`config.mk`:
```
export PLATFORM = sky130hd
export DESIGN_NAME = event_interval_jitter_monitor
export DESIGN_NICKNAME = d
export VERILOG_FILES = /design/src/sv/eijm_pkg.sv /design/src/sv/eijm_front.sv /design/src/sv/eijm_fifo.sv /design/src/sv/eijm_div.sv /design/src/sv/eijm_back.sv /design/src/sv/event_interval_jitter_monitor.sv
export VERILOG_INCLUDE_DIRS = /design/src /design/src/sv
export SDC_FILE = /design/constraint.sdc
export NUM_CORES = 2
export LEC_CHECK = 0
export CAP_MARGIN = 20
export CORE_ASPECT_RATIO = 0.5
export CORE_MARGIN = 4
export CORE_UTILIZATION = 44
export CTS_CLUSTER_DIAMETER = 80
export DETAILED_ROUTE_END_ITERATION = 10
export DONT_BUFFER_PORTS = 1
export PLACE_DENSITY = 0.66
export SYNTH_ARGS = -nofsm -noshare
export SYNTH_HDL_FRONTEND = slang
export SYNTH_SLANG_ARGS = --single-unit
```
`constraint.sdc`:
```
create_clock -name clk -period 8.6 [get_ports clk]
set_input_delay 0.43 -clock clk [delete_from_list [all_inputs] [get_ports clk]]
set_output_delay 0.43 -clock clk [all_outputs]
set_load 0.005 [all_outputs]
```
`src/sv/assert_macros.svh`:
```
// ----------------------------------------------------------------------------
// Assertion macros
// Concurrent checks that compile away when SYNTH is defined.
// ----------------------------------------------------------------------------
`ifndef ASSERT_MACROS_SVH
`define ASSERT_MACROS_SVH

`ifndef SYNTH

// The consequent must hold in the same cycle as the antecedent.
`define ASSERT_IMPLIES(label, clk, rstn, ante, cons) \
    label: assert property (@(posedge clk) disable iff (!rstn) (ante) |-> (cons)) \
        else $error("implication check failed");

// The condition must never be seen at a clock edge.
`define ASSERT_NEVER(label, clk, rstn, cond) \
    label: assert property (@(posedge clk) disable iff (!rstn) !(cond)) \
        else $error("forbidden condition seen");

`else

`define ASSERT_IMPLIES(label, clk, rstn, ante, cons)
`define ASSERT_NEVER(label, clk, rstn, cond)

`endif

`endif

```
`src/sv/eijm_pkg.sv`:
```
// ----------------------------------------------------------------------------
// eijm_pkg
// Types, widths and constants shared by the interval jitter monitor.
// ----------------------------------------------------------------------------
`timescale 1ns / 1ps
`default_nettype none

package eijm_pkg;

    localparam int TS_W   = 48;
    localparam int MS_W   = 24;
    localparam int CNT_W  = 32;
    localparam int SUM_W  = 48;
    localparam int PER_W  = 16;
    localparam int CFG_W  = 24;
    localparam int DIFF_W = 34;
    localparam int STEP_W = 6;

    localparam int US_PER_MS      = 1000;
    localparam int DEFAULT_PERIOD = 200;
    localparam int CMD_DEPTH      = 4;

    // Smallest interval in microseconds whose millisecond count saturates.
    localparam logic [TS_W-1:0] SAT_DIFF_US = 48'd16777216000;

    // Divide by 1000 as a shift by 3 and a multiply by the rounded-up
    // reciprocal of 125, taking the product bits from MS_SHIFT upwards.
    // Exact for every interval below the saturation point.
    localparam int                 PRE_SHIFT = 3;
    localparam int                 RECIP_W   = 32;
    localparam logic [RECIP_W-1:0] MS_RECIP  = 32'd2199023256;
    localparam int                 MS_SHIFT  = 38;
    localparam int                 PROD_W    = DIFF_W - PRE_SHIFT + RECIP_W;

    localparam logic [1:0] ACT_START  = 2'd0;
    localparam logic [1:0] ACT_EVENT  = 2'd1;
    localparam logic [1:0] ACT_REPORT = 2'd2;
    localparam logic [1:0] ACT_RESET  = 2'd3;

    localparam logic CFG_CRITICAL = 1'b0;
    localparam logic CFG_PERIOD   = 1'b1;

    typedef struct packed {
        logic [1:0]      action;
        logic [TS_W-1:0] timestamp_us;
    } in_item_t;

    typedef struct packed {
        logic [MS_W-1:0]  delta_ms;
        logic             is_critical;
        logic             new_max;
        logic             period_mark;
        logic [MS_W-1:0]  mean_ms;
        logic [CNT_W-1:0] window_count_out;
        logic [MS_W-1:0]  window_max_out;
        logic [MS_W-1:0]  overall_max_out;
    } out_item_t;

    // Classified item passed from front to back.
    typedef struct packed {
        logic [1:0]        op;
        logic              zero;
        logic              sat;
        logic [DIFF_W-1:0] diff;
    } cmd_t;

    typedef struct packed {
        logic              start;
        logic [CNT_W-1:0]  rem_init;
        logic [SUM_W-1:0]  dividend;
        logic [CNT_W-1:0]  divisor;
        logic [STEP_W-1:0] steps;
    } div_req_t;

    typedef struct packed {
        logic             done;
        logic [SUM_W-1:0] quotient;
        logic [CNT_W-1:0] remainder;
    } div_rsp_t;

endpackage

`default_nettype wire

```
`src/sv/eijm_front.sv`:
```
// ----------------------------------------------------------------------------
// eijm_front
// Accepts items, tracks the reference time and classifies each interval.
// ----------------------------------------------------------------------------
`timescale 1ns / 1ps
`default_nettype none

module eijm_front
    import eijm_pkg::*;
(
    input  wire logic     clk,
    input  wire logic     rst_n,
    input  wire logic     push,
    input  wire in_item_t in_item,
    input  wire logic     q_full,
    output logic          q_wr,
    output cmd_t          q_cmd
);

    logic [TS_W-1:0] reference_time_reg;
    logic [TS_W-1:0] reference_time_next;
    logic            has_reference_reg;
    logic            has_reference_next;
    logic [TS_W:0]   diff_ext;

    assign q_wr = push && !q_full;

    always_comb
    begin
        diff_ext = {1'b0, in_item.timestamp_us} - {1'b0, reference_time_reg};

        q_cmd.op   = in_item.action;
        q_cmd.diff = diff_ext[DIFF_W-1:0];
        // zero interval: no reference, time ran backwards, or under one ms
        q_cmd.zero = !has_reference_reg || diff_ext[TS_W]
                     || (diff_ext[TS_W-1:0] < TS_W'(US_PER_MS));
        q_cmd.sat  = diff_ext[TS_W-1:0] >= SAT_DIFF_US;

        reference_time_next = reference_time_reg;
        has_reference_next  = has_reference_reg;
        if (q_wr)
        begin
            unique case (in_item.action) inside
                ACT_START, ACT_EVENT:
                begin
                    reference_time_next = in_item.timestamp_us;
                    has_reference_next  = 1'b1;
                end
                ACT_RESET:
                begin
                    reference_time_next = '0;
                    has_reference_next  = 1'b0;
                end
                default:
                begin
                    reference_time_next = reference_time_reg;
                end
            endcase
        end
    end

    always_ff @(posedge clk or negedge rst_n)
    begin
        if (!rst_n)
        begin
            reference_time_reg <= '0;
            has_reference_reg  <= 1'b0;
        end
        else
        begin
            reference_time_reg <= reference_time_next;
            has_reference_reg  <= has_reference_next;
        end
    end

endmodule

`default_nettype wire

```
`src/sv/eijm_fifo.sv`:
```
// ----------------------------------------------------------------------------
// eijm_fifo
// Short command queue between the front and the back.
// ----------------------------------------------------------------------------
`timescale 1ns / 1ps
`default_nettype none

module eijm_fifo
    import eijm_pkg::*;
#(
    parameter int DEPTH = CMD_DEPTH
)
(
    input  wire logic clk,
    input  wire logic rst_n,
    input  wire logic wr,
    input  wire cmd_t wr_data,
    output logic      full,
    input  wire logic rd,
    output cmd_t      rd_data,
    output logic      valid
);

    localparam int AW = (DEPTH > 1) ? $clog2(DEPTH) : 1;
    localparam int CW = $clog2(DEPTH + 1);

    cmd_t          mem_reg [DEPTH];
    logic [AW-1:0] wr_ptr_reg;
    logic [AW-1:0] wr_ptr_next;
    logic [AW-1:0] rd_ptr_reg;
    logic [AW-1:0] rd_ptr_next;
    logic [CW-1:0] count_reg;
    logic [CW-1:0] count_next;
    logic          do_wr;
    logic          do_rd;

    assign full    = (count_reg == CW'(DEPTH));
    assign valid   = (count_reg != '0);
    assign rd_data = mem_reg[rd_ptr_reg];
    assign do_wr   = wr && !full;
    assign do_rd   = rd && valid;

    always_comb
    begin
        wr_ptr_next = wr_ptr_reg;
        rd_ptr_next = rd_ptr_reg;
        count_next  = count_reg;
        if (do_wr)
        begin
            wr_ptr_next = (wr_ptr_reg == AW'(DEPTH - 1)) ? '0 : wr_ptr_reg + 1'b1;
        end
        if (do_rd)
        begin
            rd_ptr_next = (rd_ptr_reg == AW'(DEPTH - 1)) ? '0 : rd_ptr_reg + 1'b1;
        end
        if (do_wr && !do_rd)
        begin
            count_next = count_reg + 1'b1;
        end
        else if (do_rd && !do_wr)
        begin
            count_next = count_reg - 1'b1;
        end
    end

    always_ff @(posedge clk)
    begin
        if (do_wr)
        begin
            mem_reg[wr_ptr_reg] <= wr_data;
        end
    end

    always_ff @(posedge clk or negedge rst_n)
    begin
        if (!rst_n)
        begin
            wr_ptr_reg <= '0;
            rd_ptr_reg <= '0;
            count_reg  <= '0;
        end
        else
        begin
            wr_ptr_reg <= wr_ptr_next;
            rd_ptr_reg <= rd_ptr_next;
            count_reg  <= count_next;
        end
    end

endmodule

`default_nettype wire

```
`src/sv/eijm_div.sv`:
```
// ----------------------------------------------------------------------------
// eijm_div
// Restoring divider, one quotient bit per cycle, shared by the back part.
// ----------------------------------------------------------------------------
`timescale 1ns / 1ps
`default_nettype none

module eijm_div
    import eijm_pkg::*;
(
    input  wire logic     clk,
    input  wire logic     rst_n,
    input  wire div_req_t req,
    output div_rsp_t      rsp
);

    logic [CNT_W-1:0]  rem_reg;
    logic [CNT_W-1:0]  rem_next;
    logic [SUM_W-1:0]  dvd_reg;
    logic [SUM_W-1:0]  dvd_next;
    logic [SUM_W-1:0]  quo_reg;
    logic [SUM_W-1:0]  quo_next;
    logic [CNT_W-1:0]  dvs_reg;
    logic [CNT_W-1:0]  dvs_next;
    logic [STEP_W-1:0] step_reg;
    logic [STEP_W-1:0] step_next;
    logic              busy_reg;
    logic              busy_next;
    logic              done_reg;
    logic              done_next;
    logic [CNT_W:0]    rem_sh;
    logic              ge;

    assign rsp.done      = done_reg;
    assign rsp.quotient  = quo_reg;
    assign rsp.remainder = rem_reg;

    always_comb
    begin
        rem_sh = {rem_reg, dvd_reg[SUM_W-1]};
        ge     = rem_sh >= {1'b0, dvs_reg};

        rem_next  = rem_reg;
        dvd_next  = dvd_reg;
        quo_next  = quo_reg;
        dvs_next  = dvs_reg;
        step_next = step_reg;
        busy_next = busy_reg;
        done_next = 1'b0;

        if (req.start)
        begin
            rem_next  = req.rem_init;
            dvd_next  = req.dividend;
            quo_next  = '0;
            dvs_next  = req.divisor;
            step_next = req.steps;
            busy_next = 1'b1;
        end
        else if (busy_reg)
        begin
            rem_next  = ge ? CNT_W'(rem_sh - {1'b0, dvs_reg}) : rem_sh[CNT_W-1:0];
            dvd_next  = {dvd_reg[SUM_W-2:0], 1'b0};
            quo_next  = {quo_reg[SUM_W-2:0], ge};
            step_next = step_reg - 1'b1;
            if (step_reg == STEP_W'(1))
            begin
                busy_next = 1'b0;
                done_next = 1'b1;
            end
        end
    end

    always_ff @(posedge clk)
    begin
        rem_reg <= rem_next;
        dvd_reg <= dvd_next;
        quo_reg <= quo_next;
        dvs_reg <= dvs_next;
    end

    always_ff @(posedge clk or negedge rst_n)
    begin
        if (!rst_n)
        begin
            step_reg <= '0;
            busy_reg <= 1'b0;
            done_reg <= 1'b0;
        end
        else
        begin
            step_reg <= step_next;
            busy_reg <= busy_next;
            done_reg <= done_next;
        end
    end

endmodule

`default_nettype wire

```
`src/sv/eijm_back.sv`:
```
// ----------------------------------------------------------------------------
// eijm_back
// Carries out classified items: window statistics, divisions, result slot.
// ----------------------------------------------------------------------------
`timescale 1ns / 1ps
`default_nettype none

module eijm_back
    import eijm_pkg::*;
(
    input  wire logic             clk,
    input  wire logic             rst_n,
    input  wire logic             cmd_valid,
    input  wire cmd_t             cmd,
    output logic                  cmd_pop,
    input  wire logic [MS_W-1:0]  critical_ms,
    input  wire logic [PER_W-1:0] report_period,
    output div_req_t              div_req,
    input  wire div_rsp_t         div_rsp,
    output logic                  out_valid,
    input  wire logic             pop,
    output out_item_t             out_item
);

    typedef enum logic [5:0] {
        S_IDLE   = 6'b000001,
        S_DELTA  = 6'b000010,
        S_UPDATE = 6'b000100,
        S_MARK   = 6'b001000,
        S_MEAN   = 6'b010000,
        S_DONE   = 6'b100000
    } state_t;

    state_t            state_reg;
    state_t            state_next;
    logic [MS_W-1:0]   window_max_reg;
    logic [MS_W-1:0]   window_max_next;
    logic [MS_W-1:0]   overall_max_reg;
    logic [MS_W-1:0]   overall_max_next;
    logic [SUM_W-1:0]  window_sum_reg;
    logic [SUM_W-1:0]  window_sum_next;
    logic [CNT_W-1:0]  window_count_reg;
    logic [CNT_W-1:0]  window_count_next;
    logic [DIFF_W-1:0] diff_reg;
    logic [DIFF_W-1:0] diff_next;
    out_item_t         res_reg;
    out_item_t         res_next;
    out_item_t         out_item_reg;
    logic              out_valid_reg;
    logic              out_valid_next;
    logic              out_load;
    logic [SUM_W:0]    sum_ext;
    logic [CNT_W-1:0]  count_inc;
    logic [MS_W-1:0]   d;
    logic [PROD_W-1:0] ms_prod;

    assign out_valid = out_valid_reg;
    assign out_item  = out_item_reg;
    assign out_load  = (state_reg == S_DONE) && (!out_valid_reg || pop);

    always_comb
    begin
        d         = res_reg.delta_ms;
        sum_ext   = {1'b0, window_sum_reg} + (SUM_W + 1)'(d);
        count_inc = (window_count_reg == '1) ? window_count_reg : window_count_reg + 1'b1;
        // interval in ms: drop three bits, then multiply by the reciprocal of 125
        ms_prod   = PROD_W'(diff_reg[DIFF_W-1:PRE_SHIFT]) * PROD_W'(MS_RECIP);

        state_next        = state_reg;
        window_max_next   = window_max_reg;
        overall_max_next  = overall_max_reg;
        window_sum_next   = window_sum_reg;
        window_count_next = window_count_reg;
        diff_next         = diff_reg;
        res_next          = res_reg;
        div_req           = '0;
        cmd_pop           = 1'b0;

        unique case (state_reg)
            S_IDLE:
            begin
                if (cmd_valid)
                begin
                    cmd_pop                   = 1'b1;
                    res_next                  = '0;
                    res_next.window_count_out = window_count_reg;
                    res_next.window_max_out   = window_max_reg;
                    res_next.overall_max_out  = overall_max_reg;
                    state_next                = S_DONE;
                    unique case (cmd.op)
                        ACT_EVENT:
                        begin
                            if (cmd.zero)
                            begin
                                state_next = S_DONE;
                            end
                            else if (cmd.sat)
                            begin
                                res_next.delta_ms = '1;
                                state_next        = S_UPDATE;
                            end
                            else
                            begin
                                diff_next  = cmd.diff;
                                state_next = S_DELTA;
                            end
                        end
                        ACT_REPORT:
                        begin
                            window_sum_next   = '0;
                            window_count_next = '0;
                            if (window_count_reg != '0)
                            begin
                                div_req.start    = 1'b1;
                                div_req.rem_init = '0;
                                div_req.dividend = window_sum_reg;
                                div_req.divisor  = window_count_reg;
                                div_req.steps    = STEP_W'(SUM_W);
                                state_next       = S_MEAN;
                            end
                        end
                        ACT_RESET:
                        begin
                            window_max_next           = '0;
                            window_sum_next           = '0;
                            window_count_next         = '0;
                            res_next.window_count_out = '0;
                            res_next.window_max_out   = '0;
                        end
                        default:
                        begin
                            state_next = S_DONE;
                        end
                    endcase
                end
            end
            S_DELTA:
            begin
                // at least one ms here, so the window is always updated
                res_next.delta_ms = ms_prod[MS_SHIFT +: MS_W];
                state_next        = S_UPDATE;
            end
            S_UPDATE:
            begin
                if (d > window_max_reg)
                begin
                    window_max_next  = d;
                    res_next.new_max = 1'b1;
                    if (d > overall_max_reg)
                    begin
                        overall_max_next = d;
                    end
                end
                window_sum_next   = sum_ext[SUM_W] ? '1 : sum_ext[SUM_W-1:0];
                window_count_next = count_inc;
                res_next.is_critical      = d > critical_ms;
                res_next.window_count_out = count_inc;
                res_next.window_max_out   = (d > window_max_reg) ? d : window_max_reg;
                res_next.overall_max_out  = ((d > window_max_reg) && (d > overall_max_reg))
                                            ? d : overall_max_reg;
                if (report_period != '0)
                begin
                    div_req.start    = 1'b1;
                    div_req.rem_init = '0;
                    div_req.dividend = {count_inc, {(SUM_W - CNT_W){1'b0}}};
                    div_req.divisor  = CNT_W'(report_period);
                    div_req.steps    = STEP_W'(CNT_W);
                    state_next       = S_MARK;
                end
                else
                begin
                    state_next = S_DONE;
                end
            end
            S_MARK:
            begin
                if (div_rsp.done)
                begin
                    res_next.period_mark = (div_rsp.remainder == '0);
                    state_next           = S_DONE;
                end
            end
            S_MEAN:
            begin
                if (div_rsp.done)
                begin
                    res_next.mean_ms = (div_rsp.quotient[SUM_W-1:MS_W] != '0)
                                       ? '1 : div_rsp.quotient[MS_W-1:0];
                    state_next       = S_DONE;
                end
            end
            S_DONE:
            begin
                if (out_load)
                begin
                    state_next = S_IDLE;
                end
            end
            default:
            begin
                state_next = S_IDLE;
            end
        endcase

        if (out_load)
        begin
            out_valid_next = 1'b1;
        end
        else if (pop)
        begin
            out_valid_next = 1'b0;
        end
        else
        begin
            out_valid_next = out_valid_reg;
        end
    end

    always_ff @(posedge clk)
    begin
        res_reg  <= res_next;
        diff_reg <= diff_next;
        if (out_load)
        begin
            out_item_reg <= res_reg;
        end
    end

    always_ff @(posedge clk or negedge rst_n)
    begin
        if (!rst_n)
        begin
            state_reg        <= S_IDLE;
            window_max_reg   <= '0;
            overall_max_reg  <= '0;
            window_sum_reg   <= '0;
            window_count_reg <= '0;
            out_valid_reg    <= 1'b0;
        end
        else
        begin
            state_reg        <= state_next;
            window_max_reg   <= window_max_next;
            overall_max_reg  <= overall_max_next;
            window_sum_reg   <= window_sum_next;
            window_count_reg <= window_count_next;
            out_valid_reg    <= out_valid_next;
        end
    end

endmodule

`default_nettype wire

```
`src/sv/event_interval_jitter_monitor.sv`:
```
// ----------------------------------------------------------------------------
// event_interval_jitter_monitor
// Start, reset, zero-interval events and empty-window reports go straight to
// the result slot; other events pass ms conversion (not if saturated), window
// update and mark division (if report_period != 0), other reports the mean
// division. Reset: statistics cleared, report_period 200, critical_ms 0.
// ----------------------------------------------------------------------------
`timescale 1ns / 1ps
`default_nettype none
`include "assert_macros.svh"

// The front part holds the reference time. It takes the interval of each
// event, flags it as zero or saturated, and pushes a command into a short
// queue. The back part drains that queue one command at a time: it turns the
// interval into milliseconds with a reciprocal multiply, runs the shared
// restoring divider for the periodic mark and the window mean, keeps the
// window statistics, and places the finished item in a one-deep result slot.
// The queue keeps the input side open while the back part is busy or while a
// result waits to be taken.

module event_interval_jitter_monitor
    import eijm_pkg::*;
#(
    parameter int QUEUE_DEPTH = CMD_DEPTH
)
(
    input  wire logic             clk,
    input  wire logic             rst_n,
    // input item channel
    input  wire logic             push,
    output logic                  full,
    input  wire in_item_t         in_item,
    // result item channel
    output logic                  empty,
    input  wire logic             pop,
    output out_item_t             out_item,
    // configuration writes
    input  wire logic             cfg_we,
    input  wire logic             cfg_index,
    input  wire logic [CFG_W-1:0] cfg_data
);

    logic [MS_W-1:0]  critical_ms_reg;
    logic [PER_W-1:0] report_period_reg;

    logic     q_wr;
    cmd_t     q_wr_cmd;
    logic     q_rd;
    cmd_t     q_rd_cmd;
    logic     q_valid;
    div_req_t div_req;
    div_rsp_t div_rsp;
    logic     out_valid;

    assign empty = !out_valid;

    // Configuration: hold both registers until written. Users must write only
    // while the block is idle (unenforced), so no item sees a change halfway.
    always_ff @(posedge clk or negedge rst_n)
    begin
        if (!rst_n)
        begin
            critical_ms_reg   <= '0;
            report_period_reg <= PER_W'(DEFAULT_PERIOD);
        end
        else if (cfg_we)
        begin
            unique case (cfg_index)
                CFG_CRITICAL: critical_ms_reg   <= cfg_data[MS_W-1:0];
                CFG_PERIOD:   report_period_reg <= cfg_data[PER_W-1:0];
                default:      critical_ms_reg   <= critical_ms_reg;
            endcase
        end
    end

    // Front: accept items, advance the reference, classify the interval.
    eijm_front u_front (
        .clk     (clk),
        .rst_n   (rst_n),
        .push    (push),
        .in_item (in_item),
        .q_full  (full),
        .q_wr    (q_wr),
        .q_cmd   (q_wr_cmd)
    );

    // Queue: decouple the front from the back.
    eijm_fifo #(
        .DEPTH (QUEUE_DEPTH)
    ) u_fifo (
        .clk     (clk),
        .rst_n   (rst_n),
        .wr      (q_wr),
        .wr_data (q_wr_cmd),
        .full    (full),
        .rd      (q_rd),
        .rd_data (q_rd_cmd),
        .valid   (q_valid)
    );

    // Back: drop each command into the statistics and build the result item.
    eijm_back u_back (
        .clk           (clk),
        .rst_n         (rst_n),
        .cmd_valid     (q_valid),
        .cmd           (q_rd_cmd),
        .cmd_pop       (q_rd),
        .critical_ms   (critical_ms_reg),
        .report_period (report_period_reg),
        .div_req       (div_req),
        .div_rsp       (div_rsp),
        .out_valid     (out_valid),
        .pop           (pop),
        .out_item      (out_item)
    );

    // Shared divider: count modulo period, window mean.
    eijm_div u_div (
        .clk   (clk),
        .rst_n (rst_n),
        .req   (div_req),
        .rsp   (div_rsp)
    );

    // A new window maximum is the interval itself.
    `ASSERT_IMPLIES(a_new_max_is_delta, clk, rst_n, !empty && out_item.new_max, out_item.delta_ms == out_item.window_max_out)
    // The window maximum never passes the all-time maximum.
    `ASSERT_IMPLIES(a_window_below_overall, clk, rst_n, !empty, out_item.window_max_out <= out_item.overall_max_out)
    // A mean comes only from a window holding at least one interval.
    `ASSERT_IMPLIES(a_mean_needs_count, clk, rst_n, !empty && out_item.mean_ms != '0, out_item.window_count_out != '0)
    // Flags are raised only by a positive interval.
    `ASSERT_NEVER(a_flags_need_delta, clk, rst_n, !empty && (out_item.is_critical || out_item.new_max || out_item.period_mark) && out_item.delta_ms == '0)

endmodule

`default_nettype wire
```
==> qor.txt <==
Outcome -> finished, final reports clean
CTS clk-pin slew, worst paths -> 0.07 ns
Initial antenna violation count -> 2
Design area -> 59200 µm²
Max Cap Viol -> 0
Post-synthesis cell type count -> 97
Die Ht -> 255 µm
Wirelength, routed -> 130000 µm
Hold_ws -> 0.214 ns
Clock Path Buffers -> 3
Post-synthesis sequential area ratio -> 0.435
Worst hold-check path type -> input pin to flip-flop
Met2 Wirelength -> 62900 µm
Cell Count, Final, Fillers Out -> 6426
TritonCTS Buffers -> 81
RePlAce Congestion -> 0.894
Min cycle time layout -> 7.97 ns
CTS Sinks -> 832
Final Hold Vio Count -> 0
Flops & latches, synth -> 832
Worst IR Drop VDD -> 0.000154 V
Core Region -> 121000 µm²
Post-synth net total -> 5615
Crit share post-route -> 0.927
Critical path data arrival time -> 8.40 ns
Max H-tree Level -> 3
Pin count of the biggest net entering global routing -> 240
GRT overflow -> 0
Crit end category -> flip-flop
Root Buffer -> clkbuf_16
Post-synth EDFFs -> 545
Full die area -> 128000 µm²
Placed inst area -> 55500 µm²
Prevailing post-synth register cell -> edfxtp_1
Final ANT Viol Nets -> 0
Top Layer Used -> met4
Routed wire per std cell -> 20.2 µm
Initial DRC Count -> 2418
Metal3 WL -> 5770 µm
Leakage -> 25.5 nW
First-pass GRT wire length -> 203000 µm
Syn-to-layout area delta -> 10.6%
Synthesis Warnings -> 0
Most frequent cells in the layout -> 721 x inv_1, 568 x ha_1, 545 x edfxtp_1
R2r setup slk -> 0.63 ns
Fmax -> 125 MHz
Async SR Flop Fraction -> 0.287
Most common cell after layout, fill and taps aside -> inv_1
Delay of the slowest critical-path stage -> 0.55 ns
CP Class -> flip-flop to flip-flop
Clock Skew -> 0.0753 ns
Setup Viol. Count Final -> 0
Inst Count DP -> 6191
Share of cells above drive strength 1 -> 0.0742
Vias -> 35100
Mean Syn Cell Area -> 11.4 µm²
Clk_lat worst skew -> 0.72 ns
All-Layer GR Usage -> 0.203
Ports -> 213
Core Rows -> 90
Input/output buffers -> 0
TritonRoute pass-1 iters -> 5
Crit-path most repeated cell -> fa_1
Die width -> 501 µm
CP Data Required Time -> 9.03 ns
Power per cell area -> 169 nW/µm²
Worst path slowest cell -> fa_1
Final #Nets -> 5684
Actual slew at the worst max-slew pin -> 1.03 ns
Wire length on met1 -> 57300 µm
Via-to-Cell Ratio -> 5.47
RSZ-0062 raised after global routing -> no
Fill cells -> 10700
Slew headroom -> 0.313
Vias in the first global route -> 36200
Initial Util -> 0.444
Netlist Area Pre-Place -> 53500 µm²
Delay-heaviest family, CP -> adder cells
Post-Syn Instances -> 4676
CP Launch Type -> flip-flop
Crit Path Max Fanout -> 8
Setup Buffers After CTS -> 0
Fin Setup TNS -> 0 ns
Worst Path Buf+Inv -> 5
# DRC -> 0
Final Slew Violations -> 0
CTS tree -> done
DP HPWL -> 95300 µm
Flip-flop count of the largest register after layout -> 140
## stage by stage
stage	total power (W)	setup WS, ns	utilization
4_1_cts	0.0101	0.588	0.490
3_3_place_gp	0.00612	0.699	0.460
6_report	0.00999	0.630	0.491
5_1_grt	0.0104	0.223	0.491
2_1_floorplan	0.00581	1.09	-
3_5_place_dp	0.00618	0.629	0.460
## per-layer routing
metal | track usage | vias to the layer above
met5 | 0 | -
met4 | 0.0604 | 0
met3 | 0.0330 | 200
met2 | 0.345 | 809
met1 | 0.269 | 17600
li1 | - | 16500
## cell type report
type / instances / area, µm² / share of cell area
multi-input combinational: 2961 / 27000 / 0.455
sequential: 832 / 23300 / 0.394
inverter: 724 / 2720 / 0.0459
clock buffer: 97 / 2150 / 0.0362
tap: 1610 / 2010 / 0.0340
timing repair buffer: 145 / 1370 / 0.0231
clock inverter: 54 / 708 / 0.0120
antenna: 3 / 7.51 / 0.000127
## final timing paths
| check | startpoint | to | cells past startpoint |
|---|---|---|---|
| worst max register to register | u_back.diff_reg[24] | u_back.d[23] | 25 |
| min in group asynchronous | rst_n | u_front.reference_time_reg[30] | 2 |
| worst max-delay path | u_back.diff_reg[24] | u_back.d[23] | 25 |
| worst min register to register | u_back.res_reg[43] | u_back.out_item[43] | 0 |
| worst min-delay path | cfg_index | critical_ms_reg[18] | 3 |
| max in group asynchronous | rst_n | u_div.busy_reg | 3 |
## cell families after synthesis
logic type	after synthesis	synth area share
mux	185	0.0443
fa+ha+maj	859	0.242
xor+xnor	132	0.0216
compound gates	914	0.114
simple gates	871	0.0807
buf+inv	883	0.0626
flops	832	0.435
## cells in the mapped netlist (64+ instances only)
library cell,number,share of area
fa_1,291,0.11
edfxtp_1,545,0.31
nor2_1,200,0.014
ha_1,568,0.13
o21ai_0,268,0.025
a21o_1,92,0.013
xnor2_1,79,0.013
clkbuf_1,128,0.0090
nand2_1,263,0.018
a21oi_1,147,0.014
a22o_1,116,0.019
mux2_2,64,0.013
mux2i_1,86,0.016
inv_1,722,0.051
dfrtp_1,235,0.11
## report_power, final
| group | switching (W) | internal [W] | total, W |
|---|---|---|---|
| clock network | 0.00171 | 0.00211 | 0.00382 |
| registers | 0.000100 | 0.00467 | 0.00477 |
| logic | 0.000871 | 0.000531 | 0.00140 |
## worst min-delay path: stages
cell and delay [ns]:
nor2b_2 0.02, buf_4 0.25, o21ai_0 0.18
## repair_timing
item	4_1_cts	5_1_grt
hold buffers	77	0
endpoints found under the hold margin	338	0
resized for setup	0	0
No activity file was read; power rests on OpenSTA's default activity.
